## src/rtl/lbs_pkg.sv

```systemverilog
// Shared types and constants of the skinning engine: request kinds, defaults,
// operation selects and the command and status groups between controller and datapath.
`default_nettype none
package lbs_pkg;

  localparam int unsigned JointsDef   = 64;
  localparam int unsigned FracBitsDef = 16;

  localparam logic [1:0] KindPose   = 2'd0;
  localparam logic [1:0] KindBind   = 2'd1;
  localparam logic [1:0] KindCompose = 2'd2;
  localparam logic [1:0] KindInfl   = 2'd3;

  localparam logic [1:0] RowLast = 2'd2;

  typedef enum logic [3:0] {
    MS_CMP = 4'b0001,
    MS_POS = 4'b0010,
    MS_NRM = 4'b0100,
    MS_W   = 4'b1000
  } mul_sel_e;

  typedef enum logic [4:0] {
    AO_NONE = 5'b00001,
    AO_CMP  = 5'b00010,
    AO_TP   = 5'b00100,
    AO_TN   = 5'b01000,
    AO_W    = 5'b10000
  } acc_op_e;

  typedef struct packed {
    logic     capture;
    logic     wr_load;
    logic     rd_cmp;
    logic     rd_skin;
    logic     wr_skin;
    logic     emit;
    logic [1:0] row_i;
    logic [1:0] row_k;
    logic [1:0] acc_row;
    mul_sel_e mul_sel;
    acc_op_e  acc_op;
  } cmd_t;

  typedef struct packed {
    logic [1:0] kind;
    logic       ok;
    logic       last;
    logic       out_free;
  } status_t;

endpackage
`default_nettype wire

```

## src/rtl/lbs_ctrl.sv

```systemverilog
// Sequencer of the skinning engine: walks loads, compose steps and influence passes.
// Depends on lbs_pkg for command, status and kind codes.
`default_nettype none
module lbs_ctrl (
  input  wire              clk_i,
  input  wire              rst_ni,
  input  wire              in_valid_i,
  output logic             in_stall_o,
  input  lbs_pkg::status_t status_i,
  output lbs_pkg::cmd_t    cmd_o
);

  typedef enum logic [12:0] {
    S_IDLE   = 13'b0000000000001,
    S_DECODE = 13'b0000000000010,
    S_C_RD   = 13'b0000000000100,
    S_C_MUL  = 13'b0000000001000,
    S_C_ACC  = 13'b0000000010000,
    S_C_WR   = 13'b0000000100000,
    S_I_RD   = 13'b0000001000000,
    S_I_MULP = 13'b0000010000000,
    S_I_SUMP = 13'b0000100000000,
    S_I_MULN = 13'b0001000000000,
    S_I_SUMN = 13'b0010000000000,
    S_I_MULW = 13'b0100000000000,
    S_EMIT   = 13'b1000000000000
  } state_e;

  state_e     state_q, state_d;
  logic [1:0] i_q, i_d, k_q, k_d;
  logic       accw_q, accw_d;

  always_ff @(posedge clk_i or negedge rst_ni) begin
    if (!rst_ni) begin
      state_q <= S_IDLE;
      i_q     <= '0;
      k_q     <= '0;
      accw_q  <= 1'b0;
    end else begin
      state_q <= state_d;
      i_q     <= i_d;
      k_q     <= k_d;
      accw_q  <= accw_d;
    end
  end

  assign in_stall_o = (state_q != S_IDLE);

  always_comb begin
    state_d        = state_q;
    i_d            = i_q;
    k_d            = k_q;
    accw_d         = 1'b0;
    cmd_o          = '0;
    cmd_o.row_i    = i_q;
    cmd_o.row_k    = k_q;
    cmd_o.mul_sel  = lbs_pkg::MS_CMP;
    cmd_o.acc_op   = lbs_pkg::AO_NONE;
    if (accw_q) begin
      cmd_o.acc_op  = lbs_pkg::AO_W;
      cmd_o.acc_row = i_q - 2'd1;
    end
    unique case (state_q)
      S_IDLE: begin
        i_d = '0;
        k_d = '0;
        if (in_valid_i) begin
          cmd_o.capture = 1'b1;
          state_d       = S_DECODE;
        end
      end
      S_DECODE: begin
        unique case (status_i.kind)
          lbs_pkg::KindPose, lbs_pkg::KindBind: begin
            cmd_o.wr_load = 1'b1;
            state_d       = S_IDLE;
          end
          lbs_pkg::KindCompose: state_d = status_i.ok ? S_C_RD : S_IDLE;
          default: begin
            if (status_i.ok) state_d = S_I_RD;
            else if (status_i.last) state_d = S_EMIT;
            else state_d = S_IDLE;
          end
        endcase
      end
      S_C_RD: begin
        cmd_o.rd_cmp = 1'b1;
        state_d      = S_C_MUL;
      end
      S_C_MUL: begin
        cmd_o.mul_sel = lbs_pkg::MS_CMP;
        state_d       = S_C_ACC;
      end
      S_C_ACC: begin
        cmd_o.acc_op = lbs_pkg::AO_CMP;
        if (k_q == lbs_pkg::RowLast) begin
          k_d     = '0;
          state_d = S_C_WR;
        end else begin
          k_d     = k_q + 2'd1;
          state_d = S_C_RD;
        end
      end
      S_C_WR: begin
        cmd_o.wr_skin = 1'b1;
        if (i_q == lbs_pkg::RowLast) begin
          state_d = S_IDLE;
        end else begin
          i_d     = i_q + 2'd1;
          state_d = S_C_RD;
        end
      end
      S_I_RD: begin
        cmd_o.rd_skin = 1'b1;
        state_d       = S_I_MULP;
      end
      S_I_MULP: begin
        cmd_o.mul_sel = lbs_pkg::MS_POS;
        state_d       = S_I_SUMP;
      end
      S_I_SUMP: begin
        cmd_o.acc_op = lbs_pkg::AO_TP;
        state_d      = S_I_MULN;
      end
      S_I_MULN: begin
        cmd_o.mul_sel = lbs_pkg::MS_NRM;
        state_d       = S_I_SUMN;
      end
      S_I_SUMN: begin
        cmd_o.acc_op = lbs_pkg::AO_TN;
        state_d      = S_I_MULW;
      end
      S_I_MULW: begin
        cmd_o.mul_sel = lbs_pkg::MS_W;
        accw_d        = 1'b1;
        i_d           = i_q + 2'd1;
        if (i_q != lbs_pkg::RowLast) state_d = S_I_RD;
        else if (status_i.last) state_d = S_EMIT;
        else state_d = S_IDLE;
      end
      S_EMIT: begin
        if (!accw_q && status_i.out_free) begin
          cmd_o.emit = 1'b1;
          state_d    = S_IDLE;
        end
      end
      default: state_d = S_IDLE;
    endcase
  end

endmodule
`default_nettype wire

```

## config.mk

```make
export PLATFORM = sky130hd
export DESIGN_NAME = lbs_ctrl
export DESIGN_NICKNAME = d
export VERILOG_FILES = /design/src/rtl/lbs_pkg.sv /design/src/rtl/lbs_ctrl.sv
export SDC_FILE = /design/constraint.sdc
export NUM_CORES = 1
export LEC_CHECK = 0
export CAP_MARGIN = 20
export CORE_MARGIN = 1
export CORE_UTILIZATION = 35
export DETAILED_ROUTE_END_ITERATION = 12
export DONT_BUFFER_PORTS = 1
export SKIP_LAST_GASP = 1
export SYNTH_ARGS = -nofsm -noshare
export SYNTH_HDL_FRONTEND = slang
export SYNTH_SLANG_ARGS = --single-unit
```

## constraint.sdc

```tcl
create_clock -name clk_i -period 2.5 [get_ports clk_i]
set_clock_uncertainty 0.05 [all_clocks]
set_input_delay 0.5 -clock clk_i [delete_from_list [all_inputs] [get_ports clk_i]]
set_output_delay 0.5 -clock clk_i [all_outputs]
set_load 0.02 [all_outputs]
```

==> key figures, run 1 <==
Yosys
  – Cell area after synthesis: about 1200 sq um
  – Total of flip-flops plus latches after synthesis: 18
  – Cells after Synth: between 100 and 150
  – Dominant synthesized flop cell: sky130_fd_sc_hd__dfrtp_1
  – Xor-xnor portion of the synthesized cell area: 0.0291
  – Sequential share of the synthesized area: 0.376
  – Avg Synthesized Cell Area: around 9.3 sq um
  – Proportion of synthesized area in mux cells: 0
  – Number of distinct library cell variants in the gate-level netlist after synthesis: 48
  – Net count after synthesis: roughly 140
  – Number of enable flip-flop cells after synthesis: 0
  – Yosys warning count: 0
  – Simple-gate share of the synthesized area: 0.401
  – Adder-cell area share of the yosys netlist: 0.0104
  – Share of synthesized registers carrying an async set or reset: 1.00
  – Largest family of logic cells by synthesized area: simple AND/OR/NAND/NOR gates
  – Synth Area in Compound Gates: 0.111

Timing
  – Maximum clock frequency: approximately 410 MHz
  – Actual transition at the worst max-transition pin: around 0.83 ns
  – Final min period: around 2.4 ns
  – Setup TNS after final layout: 0 ns
  – Setup violation total in the final timing report: 0
  – Worst slack on hold paths: about 0.23 ns
  – Fin. max-slew vios: 0
  – Worst slew slack as a fraction of its limit: 0.448
  – Setup repair after global routing missed its margin: yes
  – Share of the clock period used by the worst path: 0.976
  – Endpoints failing hold: 0

Final layout
  – Antenna Cells: 0
  – Finished layout cell area: about 1400 sq um
  – Fill cell instance count of the final layout: roughly 330
  – Highest-count cells in the layout ignoring fill and taps: sky130_fd_sc_hd__buf_4, sky130_fd_sc_hd__nor2_1, sky130_fd_sc_hd__dfrtp_1, sky130_fd_sc_hd__nand2_1
  – Share of layout cells above drive strength 1: 0.367
  – Final cell count without fillers: roughly 190
  – Most common cell after layout, fill and taps aside: sky130_fd_sc_hd__buf_4
  – Number of nets in the layout: 160
  – Growth of design area from synthesis to finish: 19.0%

Clock network
  – Maximum buffer depth of the clock tree: 2
  – Clock-pin slew on the worst setup and hold paths: 0.11 ns
  – Clock Latency Late Sink: about 0.29 ns
  – Root buffer cell: sky130_fd_sc_hd__clkbuf_4
  – Clock tree from TritonCTS: built
  – Maximum level of the CTS H-tree: 1
  – TritonCTS Buffers: 3
  – CTS Sinks: 18

Critical path
  – Reg2Reg Launch Point: state_q[0]
  – Data arrival time of the worst path: roughly 1.9 ns
  – Worst endpoint required time: slightly below 2 ns
  – Gate family responsible for the most delay along the worst path: simple AND/OR/NAND/NOR gates
  – Crit path buf inv count: 1
  – Startpoint type of the worst setup path: flip-flop
  – List of cells traversed by the critical path: nor3_4 > nand2_4 > or4_4 > nor3b_2 > buf_4
  – Cell with the largest stage delay on the worst path: sky130_fd_sc_hd__dfrtp_2
  – Critical path class: reg2out
  – Worst r2r dst: state_q[0]
  – Endpoint class of the critical path: primary output
  – FF-to-FF setup slack: between 0.6 and 0.7 ns
  – Worst-path fanout max: 6
  – Slowest Stage Delay on Critical Path: 0.45 ns
  – Depth of the most critical reg-to-reg path: 7

Floorplan
  – Die footprint: 3670 sq um
  – Die X-Extent: 60.6 um
  – Chip height: 60.6 um
  – Site row count: 20
  – Total I/O pin count: 30
  – Effective utilization at floorplan: 0.381
  – Area of the core: 3150 sq um

Detailed routing
  – Wire length the detailed router placed on met1: about 1200 um
  – Vias per std cell: ~5.6
  – Detailed-route wire length per cell: 14.8 um
  – DRC violation count after routing: 0
  – Via total after detailed routing: between 1000 and 1500
  – Post-route ant nets: 0
  – Uppermost metal layer occupied by signal nets: met4
  – DRC violation total after the first TritonRoute iteration: 50
  – Final wirelength: ~2900 um
  – Met2 wire len: 1400 um
  – Number of detailed-routing iterations run before antenna repair: 5
  – Detailed-routed wire length on met3: 203 um

Power
  – Power density of the placed cells: roughly 550 nW/um^2
  – Largest vdd supply drop: 0.000345 V
  – Switching share of power: 0.366
  – Combinational group share of total power: 0.367
  – Clock power share: 0.194
  – Total power consumption of the routed design: 0.000792 W
  – Share of total power in sequential cells: 0.439
  – Int Pwr: 0.000502 W
  – P_leak: about 0.66 nW
  – Net switching power of the design: approximately 0.00029 W

Worst hold path
  – Worst hold start: status_i[2]
  – End point of the most critical hold path: state_q[12]
  – Worst hold path class: in2reg
  – Cell depth of the worst hold path: 1

GRT
  – Sum of overflow across all layers after global routing: 0
  – Overall fraction of global-route tracks in use: 0.167
  – Number of antenna violations at the first check in global routing: 0
  – Largest net degree at the start of global routing: 19
  – First-pass GRT wire length: 4500 um
  – Number of global-route vias before repair: 961

Placement
  – Cell area after placement: around 1300 sq um
  – Inst Count DP: 175
  – GP Congestion: around 0.85
  – Count of port buffers added during placement: 0
  – Dpl hpwl: about 2100 um

Run
  – Number of violations of the max-capacitance limit: 0

Run status
  – Outcome: finished clean
-- timing repair --
item	in CTS	in global routing
setup buffers	3	11
pin swaps	2	4
hold buffers	1	0
gates resized for setup	0	11
endpoints found under the hold margin	18	0
setup endpoints to repair	3	10
-- layout make-up --
cell class,count,area [sq um],area share
Sequential cell,18,460,0.322
Tap cell,44,55.1,0.0385
Inverter,8,30.0,0.0210
Timing Repair Buffer,24,183,0.128
Clock buffer,4,26.3,0.0184
Multi-Input combinational cell,96,677,0.473
-- power groups by stage --
stage               clock (W)  sequential [W]  combinational [W]
floorplan                   0        0.000329           0.000219
global placement            0        0.000351           0.000242
detailed placement          0        0.000351           0.000246
CTS                  0.000154        0.000346           0.000277
global route         0.000172        0.000351           0.000316
finish               0.000154        0.000347           0.000290
-- logic make-up (layout without fill, tap and decap cells) --
logic type | after synthesis | count (layout)
AO/OA/AOI/OAI | 21 | 21
flip-flops | 18 | 18
AND/OR/NAND/NOR | 70 | 70
XOR/XNOR | 4 | 4
buffers and inverters | 15 | 36
adder cells (fa/ha/maj) | 1 | 1
-- worst max path at each step --
| stage | start | end | slack [ns] | cells after the start |
|---|---|---|---|---|
| floorplan | state_q[0] | cmd_o[15] | 0.19 | 4 |
| global placement | state_q[9] | cmd_o[18] | 0.27 | 5 |
| detailed placement | state_q[9] | cmd_o[18] | 0.22 | 5 |
| CTS | state_q[10] | cmd_o[18] | -0.03 | 5 |
| global route | state_q[8] | cmd_o[18] | -0.03 | 5 |
| finish | state_q[8] | cmd_o[18] | 0.06 | 5 |
-- layer usage --
| layer | vias to the layer above | track usage |
|---|---|---|
| met3 | 6 | 0.0512 |
| met5 | - | 0 |
| met4 | 0 | 0.0747 |
| met1 | 525 | 0.211 |
| met2 | 41 | 0.262 |
| li1 | 513 | - |
-- synthesized netlist by cell type, drive strengths merged (2+ instances only) --
cell	number	area, sq um
a21oi	4	23.8
nand4	3	25.0
and4b	2	22.5
nand3	5	25.0
nor3	5	36.3
xnor2	2	17.5
nor2	17	66.3
nand4b	2	17.5
xor2	2	17.5
inv	8	30.0
nor3b	3	37.5
and3	3	18.8
o21ai	8	40.0
nand2	10	47.6
buf	6	52.5
nand2b	4	25.0
nor4	7	80.1
and2	2	12.5
dfrtp	17	425
nor4b	3	32.5
o31ai	2	15.0
-- per-stage QoR --
| step | setup slack, ns | utilization |
|---|---|---|
| after global routing | -0.0298 | 0.454 |
| after detailed placement | 0.223 | 0.402 |
| after floorplan | 0.195 | - |
| final | 0.0600 | 0.454 |
| after CTS | -0.0305 | 0.421 |
| after global placement | 0.274 | 0.402 |
-- registers in the layout (all words and copies together) (netlist names) --
| register | cells |
|---|---|
| state_q | 13 |
| k_q | 2 |
| accw_q | 1 |
| i_q | 2 |
-- worst reg2reg max path, delay by kind of cell (launching register included) --
kind | cells | cell delay [ns]
AO/OA/AOI/OAI | 2 | 0.51
flip-flops | 1 | 0.63
buffers and inverters | 2 | 0.33
AND/OR/NAND/NOR | 3 | 0.26
Power figures use the tool's default switching activity.
==> inputs of run 2 (changes only) <==
==> constraint.sdc (replaced) <==
create_clock -name clk_i -period 2.5 [get_ports clk_i]
set_clock_uncertainty 0.05 [all_clocks]
set_input_delay 0 -clock clk_i [delete_from_list [all_inputs] [get_ports clk_i]]
set_output_delay 0 -clock clk_i [all_outputs]
set_load 0.02 [all_outputs]
==> key figures, run 2 (same netlist as run 1, synthesis figures left out) <==
Final layout
  – Most common cell after layout, fill and taps aside: sky130_fd_sc_hd__dfrtp_1
  – Number of flip-flops in the largest register: 13 (unchanged)
  – Final cell count without fillers: 183 (-5.7%)
  – Register bank with the most flops: state_q
  – Number of nets in the layout: 149 (-6.9%)
  – Antenna Cells: 0 (unchanged)
  – Growth of design area from synthesis to finish: 12.8%
  – Utilization of the core after routing: 0.430 (-0.0238)
  – Highest-count cells in the layout ignoring fill and taps: sky130_fd_sc_hd__dfrtp_1, sky130_fd_sc_hd__nor2_1, sky130_fd_sc_hd__nand2_1, sky130_fd_sc_hd__dlygate4sd3_1, sky130_fd_sc_hd__inv_1
  – Share of layout cells above drive strength 1: 0.209 (-0.158)
  – Largest registers in the final layout: state_q x13, i_q x2, k_q x2

Timing
  – Worst slew slack as a fraction of its limit: 0.442 (-0.00555)
  – Fin. max-slew vios: 0 (unchanged)
  – Setup TNS after final layout: 0 ns (unchanged)
  – Setup violation total in the final timing report: 0 (unchanged)
  – Actual transition at the worst max-transition pin: 0.834 ns (+0.00830 ns)
  – Setup repair after global routing missed its margin: no
  – Maximum clock frequency: 427 MHz (+4.2%)
  – Worst slack on hold paths: 0.0293 ns (-0.204 ns)
  – Endpoints failing hold: 0 (unchanged)
  – Final min period: 2.34 ns (-0.0991 ns)
  – Least setup slack across all paths after layout: 0.159 ns (+0.0991 ns)
  – Share of the clock period used by the worst path: 0.936 (-0.0396)

Floorplan
  – Total I/O pin count: 30 (unchanged)
  – Die X-Extent: 60.6 um (unchanged)
  – Effective utilization at floorplan: 0.381 (unchanged)
  – Site row count: 20 (unchanged)
  – Chip height: 60.6 um (unchanged)
  – Die footprint: 3670 sq um (unchanged)
  – Area of the core: 3150 sq um (unchanged)

Clock network
  – Root buffer cell: sky130_fd_sc_hd__clkbuf_4
  – Clock Latency Late Sink: 0.30 ns (about the same)
  – Maximum buffer depth of the clock tree: 2 (unchanged)
  – Clock-pin slew on the worst setup and hold paths: 0.11 ns (about the same)
  – Maximum level of the CTS H-tree: 1 (unchanged)
  – CTS Sinks: 18 (unchanged)
  – TritonCTS Buffers: 3 (unchanged)
  – Clock tree from TritonCTS: built

Critical path
  – Endpoint class of the critical path: flip-flop
  – Cell with the largest stage delay on the worst path: sky130_fd_sc_hd__dlygate4sd3_1
  – Slowest Stage Delay on Critical Path: 0.58 ns (+0.13 ns)
  – Worst-path fanout max: 8 (+2)
  – Data arrival time of the worst path: 2.54 ns (+0.65 ns)
  – Worst endpoint required time: 2.69 ns (+0.74 ns)
  – Startpoint type of the worst setup path: flip-flop
  – List of cells traversed by the critical path: nor3_4 > nand2_4 > nor4_2 > nand3_1 > o31ai_1 > dlygate4sd3_1
  – Critical path class: reg2reg

Detailed routing
  – Post-route ant nets: 0 (unchanged)
  – DRC violation total after the first TritonRoute iteration: 15 (-70%)
  – Final wirelength: 2860 um (-0.35%)
  – Number of detailed-routing iterations run before antenna repair: 4 (-1)
  – Via total after detailed routing: 1018 (-6.2%)
  – DRC violation count after routing: 0 (unchanged)
  – Vias per std cell: 5.56 (-0.54%)
  – Detailed-route wire length per cell: 15.6 um (+5.6%)

Run
  – Number of violations of the max-capacitance limit: 0 (unchanged)

Run status
  – Outcome: finished clean

Placement
  – Worst slack, placed: 0.517 ns (+0.294 ns)
  – GP Congestion: 0.801 (-5.6%)
  – Count of port buffers added during placement: 0 (unchanged)
  – Inst Count DP: 169 (-3.4%)
  – Dpl hpwl: 2150 um (+4.5%)

GRT
  – Number of antenna violations at the first check in global routing: 0 (unchanged)
  – Sum of overflow across all layers after global routing: 0 (unchanged)
  – First-pass GRT wire length: 4760 um (+5.8%)
  – Overall fraction of global-route tracks in use: 0.175 (+0.00875)
  – Number of global-route vias before repair: 1013 (+5.4%)
  – Largest net degree at the start of global routing: 19 (unchanged)

Power
  – Largest vdd supply drop: 0.000451 V (+31%)
  – P_leak: 0.612 nW (-6.8%)
  – Power density of the placed cells: 584 nW/um^2 (+5.7%)

Worst hold path
  – Worst hold path class: in2reg
[run 2: timing repair]
| action | in CTS | in global routing |
|---|---|---|
| endpoints found under the hold margin | 23 | 0 |
| setup buffers | 0 | 2 |
| hold buffers | 8 | 0 |
| endpoints found under the setup margin | 0 | 2 |
| resized for setup | 0 | 1 |
[run 2: area by class of cell]
type / instances / area, sq um
timing repair buffer: 13 / 118
clock buffer: 4 / 36.3
inverter: 8 / 30.0
fill: 339 / 1800
sequential: 18 / 452
tap: 44 / 55.1
multi-input combinational: 96 / 666
[run 2: worst max-delay path: cells and delay by family (launching register included)]
| kind | cells | cell delay [ns] |
|---|---|---|
| AO/OA/AOI/OAI | 1 | 0.23 |
| buffers and inverters | 1 | 0.58 |
| flip-flops | 1 | 0.51 |
| AND/OR/NAND/NOR | 4 | 0.90 |
[run 2: stage by stage]
stage | cell area (sq um) | power, W
floorplan | 1200 | 0.000549
global placement | 1220 | 0.000565
detailed placement | 1220 | 0.000572
CTS | 1340 | 0.000771
global route | 1360 | 0.000839
finish | 1360 | 0.000793
[run 2: power by group]
group / internal (W) / switching (W)
Clock: 0.0000889 / 0.0000977
Combinational: 0.000102 / 0.000156
Sequential: 0.000313 / 0.0000341
[run 2: path summary, 6_finish.rpt]
| path | startpoint | end | slack, ns | cells after the start |
|---|---|---|---|---|
| worst max register to register | state_q[9] | state_q[12] | 0.16 | 6 |
| worst min-delay path | status_i[2] | state_q[0] | 0.03 | 4 |
| worst min register to register | state_q[2] | state_q[4] | 0.60 | 1 |
| max in group asynchronous | rst_ni | state_q[3] | 1.71 | 1 |
| worst max-delay path | state_q[9] | state_q[12] | 0.16 | 6 |
| min in group asynchronous | rst_ni | accw_q | 0.18 | 1 |
[run 2: layer usage]
layer | share of wire | up-vias | global-route usage
li1 | - | 487 | -
met1 | 0.44 | 505 | 0.226
met2 | 0.51 | 22 | 0.303
met3 | 0.040 | 4 | 0.0235
met4 | 0.012 | 0 | 0.0617
met5 | 0 | - | 0
